[config.mk]
export PLATFORM = sky130hd
export DESIGN_NAME = framebuffer_row_command_engine_flat
export DESIGN_NICKNAME = d
export VERILOG_FILES = /design/src/sv/frce_pkg.sv /design/src/sv/frce_cmd_if.sv /design/src/sv/frce_row_if.sv /design/src/sv/frce_ctrl.sv /design/src/sv/frce_dp.sv /design/src/sv/framebuffer_row_command_engine.sv /design/src/flat_wrapper.sv
export SDC_FILE = /design/constraint.sdc
export NUM_CORES = 2
export LEC_CHECK = 0
export CAP_MARGIN = 20
export CORE_MARGIN = 2
export CORE_UTILIZATION = 40
export DETAILED_ROUTE_END_ITERATION = 6
export DONT_BUFFER_PORTS = 1
export PLACE_DENSITY = 0.55
export SLEW_MARGIN = 20
export SYNTH_ARGS = -nofsm -noshare
export SYNTH_HDL_FRONTEND = slang
export SYNTH_SLANG_ARGS = --single-unit
[constraint.sdc]
create_clock -name clk -period 8.8 [get_ports clk]
set_input_delay 0.44 -clock clk [delete_from_list [all_inputs] [get_ports clk]]
set_output_delay 0.44 -clock clk [all_outputs]
set_load 0.01 [all_outputs]
[src/sv/frce_pkg.sv]
// Shared types, codes and helpers for the framebuffer row command engine.
// Depends on nothing; every other file of the block refers to it by scoped names.
`default_nettype none

package frce_pkg;

	localparam int unsigned DIV_STEPS = 16;
	localparam int unsigned DIV_CNT_W = $clog2(DIV_STEPS);

	typedef logic [2:0] action_t;
	localparam action_t ACT_CLEAR  = 3'd0;
	localparam action_t ACT_SCROLL = 3'd1;
	localparam action_t ACT_FILL   = 3'd2;
	localparam action_t ACT_BITMAP = 3'd3;
	localparam action_t ACT_NEXT   = 3'd4;

	typedef logic [1:0] kind_t;
	localparam kind_t KIND_NONE   = 2'd0;
	localparam kind_t KIND_FILL   = 2'd1;
	localparam kind_t KIND_FRAME  = 2'd2;
	localparam kind_t KIND_MEMORY = 2'd3;

	typedef logic [1:0] cfg_index_t;
	localparam cfg_index_t CFG_FRAME_WIDTH  = 2'd0;
	localparam cfg_index_t CFG_FRAME_HEIGHT = 2'd1;
	localparam cfg_index_t CFG_ROW_PITCH    = 2'd2;
	localparam cfg_index_t CFG_PIXEL_BITS   = 2'd3;

	localparam logic [15:0] RST_FRAME_WIDTH  = 16'd640;
	localparam logic [15:0] RST_FRAME_HEIGHT = 16'd480;
	localparam logic [15:0] RST_ROW_PITCH    = 16'd640;
	localparam logic [5:0]  RST_PIXEL_BITS   = 6'd8;

	localparam logic [5:0] PIXEL_BITS_8  = 6'd8;
	localparam logic [5:0] PIXEL_BITS_16 = 6'd16;

	typedef struct packed {
		action_t     action;
		logic [15:0] x;
		logic [15:0] y;
		logic [15:0] area_width;
		logic [15:0] area_height;
		logic [31:0] color;
		logic [15:0] scroll_lines;
		logic [31:0] source_address;
	} cmd_t;

	typedef struct packed {
		kind_t       op_kind;
		logic [31:0] dest_offset;
		logic [31:0] source_offset;
		logic [17:0] unit_count;
		logic [2:0]  unit_bytes;
		logic [31:0] fill_value;
		logic        last;
	} row_t;

	typedef struct packed {
		logic [15:0] frame_width;
		logic [15:0] frame_height;
		logic [15:0] row_pitch;
		logic [5:0]  pixel_bits;
	} cfg_t;

	typedef struct packed {
		logic capture;
		logic div_step;
		logic start_apply;
		logic row_write;
	} dp_ctrl_t;

	typedef struct packed {
		action_t action;
		logic    div_last;
		logic    out_free;
	} dp_status_t;

	// Bytes per pixel, saturating at four.
	function automatic logic [2:0] pixel_bytes(input logic [5:0] bits);
		logic [2:0] b;
		b = bits[5:3];
		return (b > 3'd4) ? 3'd4 : b;
	endfunction

endpackage

`default_nettype wire

[src/sv/frce_cmd_if.sv]
// Command channel of the framebuffer row command engine.
// Depends on frce_pkg for the payload type.
`default_nettype none

interface frce_cmd_if;
	logic           valid;
	logic           ready;
	frce_pkg::cmd_t data;

	modport source (output valid, output data, input ready);
	modport sink (input valid, input data, output ready);
endinterface

`default_nettype wire

[src/sv/frce_row_if.sv]
// Row descriptor channel of the framebuffer row command engine.
// Depends on frce_pkg for the payload type.
`default_nettype none

interface frce_row_if;
	logic           valid;
	logic           ready;
	frce_pkg::row_t data;

	modport source (output valid, output data, input ready);
	modport sink (input valid, input data, output ready);
endinterface

`default_nettype wire

[src/sv/frce_ctrl.sv]
// Sequencing state machine of the framebuffer row command engine.
// Depends on frce_pkg; drives the datapath through dp_ctrl_t and reads dp_status_t.
`default_nettype none

module frce_ctrl (
	input  wire logic                 clk,
	input  wire logic                 arst_n,
	input  wire logic                 cmd_valid,
	input  wire frce_pkg::action_t    cmd_action,
	output logic                      cmd_ready,
	input  wire frce_pkg::dp_status_t status,
	output frce_pkg::dp_ctrl_t        ctrl
);

	typedef enum logic [4:0] {
		S_IDLE  = 5'b00001,
		S_MUL   = 5'b00010,
		S_DIV   = 5'b00100,
		S_START = 5'b01000,
		S_ROW   = 5'b10000
	} state_t;

	state_t state_q;
	state_t state_d;
	logic   accept;

	assign cmd_ready = (state_q == S_IDLE);
	assign accept    = cmd_valid && cmd_ready;

	always_comb begin
		state_d          = state_q;
		ctrl             = '0;
		ctrl.capture     = accept;
		unique case (state_q)
			S_IDLE: begin
				if (accept) begin
					unique case (cmd_action)
						frce_pkg::ACT_CLEAR, frce_pkg::ACT_SCROLL: state_d = S_DIV;
						frce_pkg::ACT_FILL, frce_pkg::ACT_BITMAP,
						frce_pkg::ACT_NEXT: state_d = S_MUL;
						default: state_d = S_IDLE;
					endcase
				end
			end
			S_MUL: begin
				state_d = (status.action == frce_pkg::ACT_NEXT) ? S_ROW : S_START;
			end
			S_DIV: begin
				ctrl.div_step = 1'b1;
				if (status.div_last) begin
					state_d = S_START;
				end
			end
			S_START: begin
				ctrl.start_apply = 1'b1;
				state_d          = S_IDLE;
			end
			S_ROW: begin
				if (status.out_free) begin
					ctrl.row_write = 1'b1;
					state_d        = S_IDLE;
				end
			end
			default: state_d = S_IDLE;
		endcase
	end

	always_ff @(posedge clk or negedge arst_n) begin
		if (!arst_n) begin
			state_q <= S_IDLE;
		end else begin
			state_q <= state_d;
		end
	end

endmodule

`default_nettype wire

[src/sv/frce_dp.sv]
// Datapath of the framebuffer row command engine: command capture, row pitch
// multiplier, scroll remainder divider, transfer state and output register. Depends on frce_pkg.
`default_nettype none

module frce_dp (
	input  wire logic               clk,
	input  wire logic               arst_n,
	input  wire frce_pkg::cfg_t     cfg,
	input  wire frce_pkg::cmd_t     cmd_data,
	input  wire frce_pkg::dp_ctrl_t ctrl,
	output frce_pkg::dp_status_t    status,
	input  wire logic               row_ready,
	output logic                    row_valid,
	output frce_pkg::row_t          row_data
);

	frce_pkg::cmd_t cmd_q;

	// Multiplier: one 16 x 16 product a cycle, registered.
	logic [15:0] mul_a;
	logic [31:0] prod_q;

	// Restoring divider for scroll_lines mod frame_height.
	logic [15:0]                    dvd_q;
	logic [15:0]                    rem_q;
	logic [frce_pkg::DIV_CNT_W-1:0] cnt_q;
	logic [16:0]                    rem_shift;
	logic [16:0]                    div_den;

	// Transfer state.
	frce_pkg::kind_t active_q;
	logic [15:0]     rows_q;
	logic [31:0]     dest_q;
	logic [31:0]     src_ptr_q;
	logic [15:0]     src_row_q;
	logic [17:0]     units_q;
	logic [2:0]      unit_bytes_q;
	logic [31:0]     fill_word_q;
	logic [17:0]     stride_q;

	logic           row_valid_q;
	frce_pkg::row_t row_q;
	frce_pkg::row_t row_d;

	logic [2:0]  bpb;
	logic [17:0] x_bytes;
	logic [17:0] w_bytes;
	logic [31:0] start_dest;
	logic        fill_ok;
	logic [15:0] w_room;
	logic [15:0] h_room;
	logic [15:0] clip_w;
	logic [15:0] clip_h;
	logic [16:0] src_row_inc;
	logic        row_idle;

	assign mul_a = (cmd_q.action == frce_pkg::ACT_NEXT) ? src_row_q : cmd_q.y;

	always_ff @(posedge clk) begin
		if (ctrl.capture) begin
			cmd_q <= cmd_data;
		end
		prod_q <= {16'd0, mul_a} * {16'd0, cfg.row_pitch};
	end

	assign div_den   = {1'b0, cfg.frame_height};
	assign rem_shift = {rem_q, dvd_q[15]};

	always_ff @(posedge clk or negedge arst_n) begin
		if (!arst_n) begin
			cnt_q <= '0;
		end else if (ctrl.capture) begin
			cnt_q <= '0;
		end else if (ctrl.div_step) begin
			cnt_q <= cnt_q + frce_pkg::DIV_CNT_W'(1);
		end
	end

	always_ff @(posedge clk) begin
		if (ctrl.capture) begin
			dvd_q <= cmd_data.scroll_lines;
			rem_q <= '0;
		end else if (ctrl.div_step) begin
			dvd_q <= {dvd_q[14:0], 1'b0};
			rem_q <= (rem_shift >= div_den) ? 16'(rem_shift - div_den) : rem_shift[15:0];
		end
	end

	assign status.action   = cmd_q.action;
	assign status.div_last = (cnt_q == frce_pkg::DIV_CNT_W'(frce_pkg::DIV_STEPS - 1));
	assign status.out_free = !row_valid_q || row_ready;

	// Start command arithmetic.
	assign bpb        = frce_pkg::pixel_bytes(cfg.pixel_bits);
	assign x_bytes    = {2'b00, cmd_q.x} * {15'd0, bpb};
	assign w_bytes    = {2'b00, cmd_q.area_width} * {15'd0, bpb};
	assign start_dest = {14'd0, x_bytes} + prod_q;
	assign fill_ok    = (cmd_q.x < cfg.frame_width) && (cmd_q.y < cfg.frame_height);
	assign w_room     = cfg.frame_width - cmd_q.x;
	assign h_room     = cfg.frame_height - cmd_q.y;
	assign clip_w     = (cmd_q.area_width > w_room) ? w_room : cmd_q.area_width;
	assign clip_h     = (cmd_q.area_height > h_room) ? h_room : cmd_q.area_height;

	assign src_row_inc = {1'b0, src_row_q} + 17'd1;
	assign row_idle    = (active_q == frce_pkg::KIND_NONE) || (rows_q == 16'd0);

	always_comb begin
		row_d = '0;
		if (row_idle) begin
			row_d.unit_bytes = 3'd1;
			row_d.last       = 1'b1;
		end else begin
			row_d.op_kind     = active_q;
			row_d.dest_offset = dest_q;
			unique case (active_q)
				frce_pkg::KIND_FRAME:  row_d.source_offset = prod_q;
				frce_pkg::KIND_MEMORY: row_d.source_offset = src_ptr_q;
				default:               row_d.source_offset = 32'd0;
			endcase
			row_d.unit_count = units_q;
			row_d.unit_bytes = unit_bytes_q;
			row_d.fill_value = fill_word_q;
			row_d.last       = (rows_q == 16'd1);
		end
	end

	always_ff @(posedge clk or negedge arst_n) begin
		if (!arst_n) begin
			active_q     <= frce_pkg::KIND_NONE;
			rows_q       <= '0;
			dest_q       <= '0;
			src_ptr_q    <= '0;
			src_row_q    <= '0;
			units_q      <= '0;
			unit_bytes_q <= 3'd1;
			fill_word_q  <= '0;
			stride_q     <= '0;
		end else if (ctrl.start_apply) begin
			unique case (cmd_q.action)
				frce_pkg::ACT_CLEAR, frce_pkg::ACT_SCROLL: begin
					dest_q       <= '0;
					src_ptr_q    <= '0;
					stride_q     <= '0;
					units_q      <= {2'b00, cfg.row_pitch};
					unit_bytes_q <= 3'd1;
					fill_word_q  <= '0;
					src_row_q    <= (cfg.frame_height != 16'd0) ? rem_q : 16'd0;
					rows_q       <= cfg.frame_height;
					if (cfg.frame_height == 16'd0) begin
						active_q <= frce_pkg::KIND_NONE;
					end else if (cmd_q.action == frce_pkg::ACT_CLEAR) begin
						active_q <= frce_pkg::KIND_FILL;
					end else begin
						active_q <= frce_pkg::KIND_FRAME;
					end
				end
				frce_pkg::ACT_FILL: begin
					if (!fill_ok) begin
						active_q <= frce_pkg::KIND_NONE;
						rows_q   <= '0;
					end else begin
						if (cfg.pixel_bits == frce_pkg::PIXEL_BITS_8) begin
							unit_bytes_q <= 3'd1;
							fill_word_q  <= {24'd0, cmd_q.color[7:0]};
						end else if (cfg.pixel_bits == frce_pkg::PIXEL_BITS_16) begin
							unit_bytes_q <= 3'd2;
							fill_word_q  <= {16'd0, cmd_q.color[15:0]};
						end else begin
							unit_bytes_q <= 3'd4;
							fill_word_q  <= cmd_q.color;
						end
						units_q   <= {2'b00, clip_w};
						dest_q    <= start_dest;
						src_ptr_q <= '0;
						stride_q  <= '0;
						src_row_q <= '0;
						rows_q    <= clip_h;
						active_q  <= (clip_h != 16'd0) ? frce_pkg::KIND_FILL
							: frce_pkg::KIND_NONE;
					end
				end
				frce_pkg::ACT_BITMAP: begin
					units_q      <= w_bytes;
					stride_q     <= w_bytes;
					unit_bytes_q <= 3'd1;
					fill_word_q  <= '0;
					dest_q       <= start_dest;
					src_ptr_q    <= cmd_q.source_address;
					src_row_q    <= '0;
					rows_q       <= cmd_q.area_height;
					active_q     <= (cmd_q.area_height != 16'd0) ? frce_pkg::KIND_MEMORY
						: frce_pkg::KIND_NONE;
				end
				default: begin
					active_q <= active_q;
				end
			endcase
		end else if (ctrl.row_write && !row_idle) begin
			rows_q    <= rows_q - 16'd1;
			dest_q    <= dest_q + {16'd0, cfg.row_pitch};
			src_ptr_q <= src_ptr_q + {14'd0, stride_q};
			if (active_q == frce_pkg::KIND_FRAME) begin
				src_row_q <= (src_row_inc >= div_den) ? 16'd0 : src_row_inc[15:0];
			end
			if (rows_q == 16'd1) begin
				active_q <= frce_pkg::KIND_NONE;
			end
		end
	end

	always_ff @(posedge clk or negedge arst_n) begin
		if (!arst_n) begin
			row_valid_q <= 1'b0;
		end else if (ctrl.row_write) begin
			row_valid_q <= 1'b1;
		end else if (row_ready) begin
			row_valid_q <= 1'b0;
		end
	end

	always_ff @(posedge clk) begin
		if (ctrl.row_write) begin
			row_q <= row_d;
		end
	end

	assign row_valid = row_valid_q;
	assign row_data  = row_q;

endmodule

`default_nettype wire

[src/sv/framebuffer_row_command_engine.sv]
// Top level of the framebuffer row command engine: configuration registers and
// the join of frce_ctrl and frce_dp. Depends on frce_pkg, frce_cmd_if and frce_row_if.
`default_nettype none

// Channel     Direction  Beat carries
// ----------  ---------  --------------------------------------------------------
// cmd         in         one command: clear, scroll, fill, bitmap or next-row
// row         out        one row descriptor, given for every next-row command
// cfg_*       in         one register write (frame size, row pitch, pixel bits)
//
// A next-row command passes the registered row pitch multiplier, then waits in the
// row state until the output register is free and registers its descriptor; fill
// and bitmap starts pass the multiplier and then apply. Clear and scroll wait on
// the bit-serial divider that reduces the scroll distance modulo the frame height
// and then apply. Commands with unused codes are taken and have no effect.
// Reset gives the register defaults of a 640 by 480 byte-per-pixel frame and no
// active transfer. A descriptor waits in its output register while row is
// stalled; the engine takes further start commands meanwhile, and a next-row
// command then holds until the waiting descriptor has gone.

module framebuffer_row_command_engine (
	input  wire logic                 clk,
	input  wire logic                 arst_n,
	input  wire logic                 cfg_we,
	input  wire frce_pkg::cfg_index_t cfg_index,
	input  wire logic [15:0]          cfg_data,
	frce_cmd_if.sink                  cmd,
	frce_row_if.source                row
);

	frce_pkg::cfg_t       cfg_q;
	frce_pkg::dp_ctrl_t   dp_ctrl;
	frce_pkg::dp_status_t dp_status;

	// Configuration registers. The user must write them only while the engine is
	// quiet; the block does not enforce it. The datapath reads them with no shadow copy.
	always_ff @(posedge clk or negedge arst_n) begin
		if (!arst_n) begin
			cfg_q.frame_width  <= frce_pkg::RST_FRAME_WIDTH;
			cfg_q.frame_height <= frce_pkg::RST_FRAME_HEIGHT;
			cfg_q.row_pitch    <= frce_pkg::RST_ROW_PITCH;
			cfg_q.pixel_bits   <= frce_pkg::RST_PIXEL_BITS;
		end else if (cfg_we) begin
			unique case (cfg_index)
				frce_pkg::CFG_FRAME_WIDTH:  cfg_q.frame_width  <= cfg_data;
				frce_pkg::CFG_FRAME_HEIGHT: cfg_q.frame_height <= cfg_data;
				frce_pkg::CFG_ROW_PITCH:    cfg_q.row_pitch    <= cfg_data;
				frce_pkg::CFG_PIXEL_BITS:   cfg_q.pixel_bits   <= cfg_data[5:0];
				default:                    cfg_q              <= cfg_q;
			endcase
		end
	end

	// The controller sequences each command; it owns the command ready.
	frce_ctrl u_ctrl (
		.clk        (clk),
		.arst_n     (arst_n),
		.cmd_valid  (cmd.valid),
		.cmd_action (cmd.data.action),
		.cmd_ready  (cmd.ready),
		.status     (dp_status),
		.ctrl       (dp_ctrl)
	);

	// The datapath holds the transfer state and the output register.
	frce_dp u_dp (
		.clk       (clk),
		.arst_n    (arst_n),
		.cfg       (cfg_q),
		.cmd_data  (cmd.data),
		.ctrl      (dp_ctrl),
		.status    (dp_status),
		.row_ready (row.ready),
		.row_valid (row.valid),
		.row_data  (row.data)
	);

endmodule

`default_nettype wire

[src/flat_wrapper.sv]
// flat-port wrapper written by rule: the top's interface ports become plain ports
module framebuffer_row_command_engine_flat 
  (clk, arst_n, cfg_we, cfg_index, cfg_data, cmd_valid, cmd_data, cmd_ready, row_valid, row_data, row_ready);
  frce_cmd_if cmd_i ();
  frce_row_if row_i ();
  input  wire logic clk;
  input  wire logic arst_n;
  input  wire logic cfg_we;
  input  wire frce_pkg::cfg_index_t cfg_index;
  input  wire logic [15:0] cfg_data;
  input wire logic [$bits(cmd_i.valid)-1:0] cmd_valid;
  input wire logic [$bits(cmd_i.data)-1:0] cmd_data;
  output wire logic [$bits(cmd_i.ready)-1:0] cmd_ready;
  output wire logic [$bits(row_i.valid)-1:0] row_valid;
  output wire logic [$bits(row_i.data)-1:0] row_data;
  input wire logic [$bits(row_i.ready)-1:0] row_ready;
  assign cmd_i.valid = cmd_valid;
  assign cmd_i.data = cmd_data;
  assign cmd_ready = cmd_i.ready;
  assign row_valid = row_i.valid;
  assign row_data = row_i.data;
  assign row_i.ready = row_ready;
  framebuffer_row_command_engine u_core (.clk(clk), .arst_n(arst_n), .cfg_we(cfg_we), .cfg_index(cfg_index), .cfg_data(cfg_data), .cmd(cmd_i), .row(row_i));
endmodule
==> summary.txt <==
Worst setup path
  • Critical Path Sink Type: register
  • Crit path max fanout: 21
  • RR Startpoint: u_core.u_dp.status[3]
  • CP Data Required Time: 9.35 ns
  • Crit path arrival time: 8.44 ns
  • Setup crit start kind: register
  • FF-to-FF setup slack: 0.91 ns
  • Critical Path Start: u_core.u_dp.status[3]
  • CP Class: reg -> reg

Synthesis
  • Yosys reg bits: 547
  • Net Count, Synth: 4690
  • Dominant synthesized flop cell: edfxtp_1
  • Asr flop ratio synth: 42.4%
  • Post-synth EDFFs: 267
  • Synth top area cells: edfxtp_1, dfrtp_1, fa_1
  • Post-Syn Instances: around 4k
  • Sequential-to-total area share from yosys stat: a little under two fifths
  • Synth warn: 0
  • Synth area leader: edfxtp_1
  • Post-synth top area share: 20.5%
  • Mapped Area: 0.0390 mm2
  • Most frequent cells after synthesis: nand2_1, inv_1, ha_1
  • Synth unique cells: 88
  • Count leader, synth: nand2_1
  • Avg Cell Area, Syn: 9.76 um2

STA
  • Worst-margin pin slew: between 1 and 1.5 ns
  • Minimum clock period: 7.89 ns
  • Layout Skew: 0.0477 ns
  • Setup violators final: 0
  • RSZ-0062 raised after global routing: false
  • Pins Over Slew Limit: 0
  • Max frequency: 127 MHz
  • Setup tns final: 0 ns
  • Final count of hold timing violations: 0
  • Slew HR: 26.2%
  • Final period utilization: between 80% and 90%

Place
  • Number of I/O port buffers: 0
  • Detail Placement HPWL: about 88000 um
  • RePlAce Congestion: 0.897

Worst hold path
  • Min-delay worst type: in -> reg
  • Min-delay src: cmd_data[146]

Global route
  • Overflow after GRT: 0
  • GRT Util Overall: 23.4%
  • Initial antenna violation count: 4
  • Largest net degree at the start of global routing: 233
  • Global-route wire length before repair: around 180000 um
  • Vias in the first global route: between 20k and 30k

Run
  • Max cap viols: 0

Layout
  • Sequential cell area: 0.0148 mm2
  • Multi-input combinational cell area: 0.0221 mm2
  • Nets: 4809
  • Layout cells sized above 1: 6.62%
  • Fillers: 9206
  • Area delta synth->final: 13.3%

Floorplanning
  • DIE AREA: 0.100 mm2
  • Initial core utilization: 40.4%
  • Site Rows: 114
  • Die width: 316 um
  • Placeable Area: 0.0967 mm2
  • I/O pins: 292
  • Die H: between 300 and 400 um

Clock network
  • Hold-fix buffers at CTS: approximately 170
  • Number of clock sinks: 547
  • Post-cts sizing count: 0
  • Post-CTS Setup Inserts: 0
  • Clk slew on worst S/H paths: 0.06 ns
  • Clock buffer count from CTS: 61
  • H-tree lvl count: 2
  • Longest Clk Path Bufs: 3
  • CTS tree: yes
  • Later-pin clock latency in the skew report: 0.67 ns
  • Clk root buf: clkbuf_16

Route
  • Residual DRC: 0
  • Drt total wl: 118000 um
  • Initial DRC Count: 2511
  • ANT nets after route: 0
  • Post-DR vias/cell: 5.43
  • DR WL/cell: 21.7 um
  • Vias after detailed routing: 29.6k
  • TritonRoute pass-1 iters: 6

Outcome
  • Outcome: finished clean
-- worst paths after layout --
path	endpoint	depth (start not counted)
setup / recovery	u_core.u_dp.prod_q[31]	27
hold / removal	u_core.u_ctrl.state_q[0]	4
setup reg to reg	u_core.u_dp.prod_q[31]	27
hold reg to reg	u_core.u_dp.units_q[15]	2
max in group asynchronous	u_core.u_dp.active_q[0]	3
min in group asynchronous	u_core.u_dp.fill_word_q[14]	2
-- state kept, by name, summed over array words and instances, names as in the netlist, 4 cells and up --
name / cells
u_core.u_ctrl.state_q: 5
u_core.u_dp.units_q: 18
u_core.u_dp.rem_q: 16
u_core.u_dp.cmd_q: 128
u_core.u_dp.dest_q: 32
u_core.u_dp.cnt_q: 4
u_core.u_dp.stride_q: 17
u_core.u_dp.prod_q: 32
u_core.cfg_q: 54
u_core.u_dp.src_row_q: 16
u_core.u_dp.src_ptr_q: 32
u_core.u_dp.row_data: 120
u_core.u_dp.rows_q: 16
u_core.u_dp.fill_word_q: 32
u_core.u_dp.dvd_q: 16
-- worst max-delay path: stages, from the launching register on --
cell and delay [ns]:
edfxtp_1 0.44, nor2_1 0.17, and2_1 0.76, buf_4 0.32, nand2_1 0.07, o21ai_1 0.09
buf_4 0.27, nand2_1 0.11, fa_1 0.53, fa_1 0.52, fa_1 0.52, inv_1 0.05
fa_1 0.48, fa_1 0.49, inv_1 0.05, fa_1 0.47, inv_1 0.04, ha_1 0.36
a21o_1 0.18, a21oi_1 0.20, o211ai_1 0.13, a31oi_1 0.23, a31oi_1 0.17, o41ai_2 0.43
o211ai_1 0.20, a21o_1 0.19, a21o_1 0.18, xnor2_1 0.11
-- metrics by stage --
step	instance area, um2	setup slack, ns	utilization (%)	hold slack [ns]	cells
2_1_floorplan	39000	0.909	-	0.144	4000
3_3_place_gp	40400	0.875	41.8	0.153	5165
3_5_place_dp	40500	0.927	41.8	0.151	5166
4_1_cts	44200	0.949	45.7	0.0100	5447
5_1_grt	44200	0.426	45.7	0.0474	5450
6_report	44200	0.912	45.7	0.0290	5451
-- cells in the final DEF, fill, tap and decap left out, drive strengths merged, types with 19 or more instances in the layout --
master and count:
inv 417, nand4 30, o211ai 19, xnor2 101, edfxtp 267, nand2 554
and2 216, nor2b 31, a221oi 21, mux2i 55, nand3 59, dfrtp 221
nand2b 26, clkinv 20, a21o 65, o21a 26, dlygate4sd3 164, and3 37
nor2 224, buf 56, a21oi 156, dfxtp 48, a31oi 54, ha 290
xor2 58, clkbuf 87, nor3 53, mux2 59, o21ai 250, fa 230
nor3b 22, a211oi 21
-- routing by layer --
layer / wire length [um] / track usage [%]
met5: 13 / 0
met4: 3050 / 6.20
met3: 7630 / 3.73
met2: 53200 / 37.0
met1: 54200 / 33.2
-- cell type report --
type,count,area share (%)
Antenna cell,3,0.0170
Clock buffer,87,3.91
Multi-Input combinational cell,2875,50.0
Inverter,414,3.53
Timing Repair Buffer,220,4.75
Tap cell,1276,3.61
Clock inverter,29,0.758
Sequential cell,547,33.5
-- logic make-up (layout without fill, tap and decap cells) --
group / after synthesis / in the layout / share of synthesized area (%)
xor+xnor: 159 / 159 / 3.57
other cells: 0 / 3 / 0
compound gates: 767 / 767 / 12.6
flops: 547 / 547 / 37.9
mux: 114 / 114 / 3.11
buf+inv: 578 / 750 / 5.72
simple gates: 1315 / 1315 / 16.0
fa+ha+maj: 520 / 520 / 21.1
Power is not shown: default switching activity piles up to over one toggle a cycle in this logic, so the estimate is an artifact.
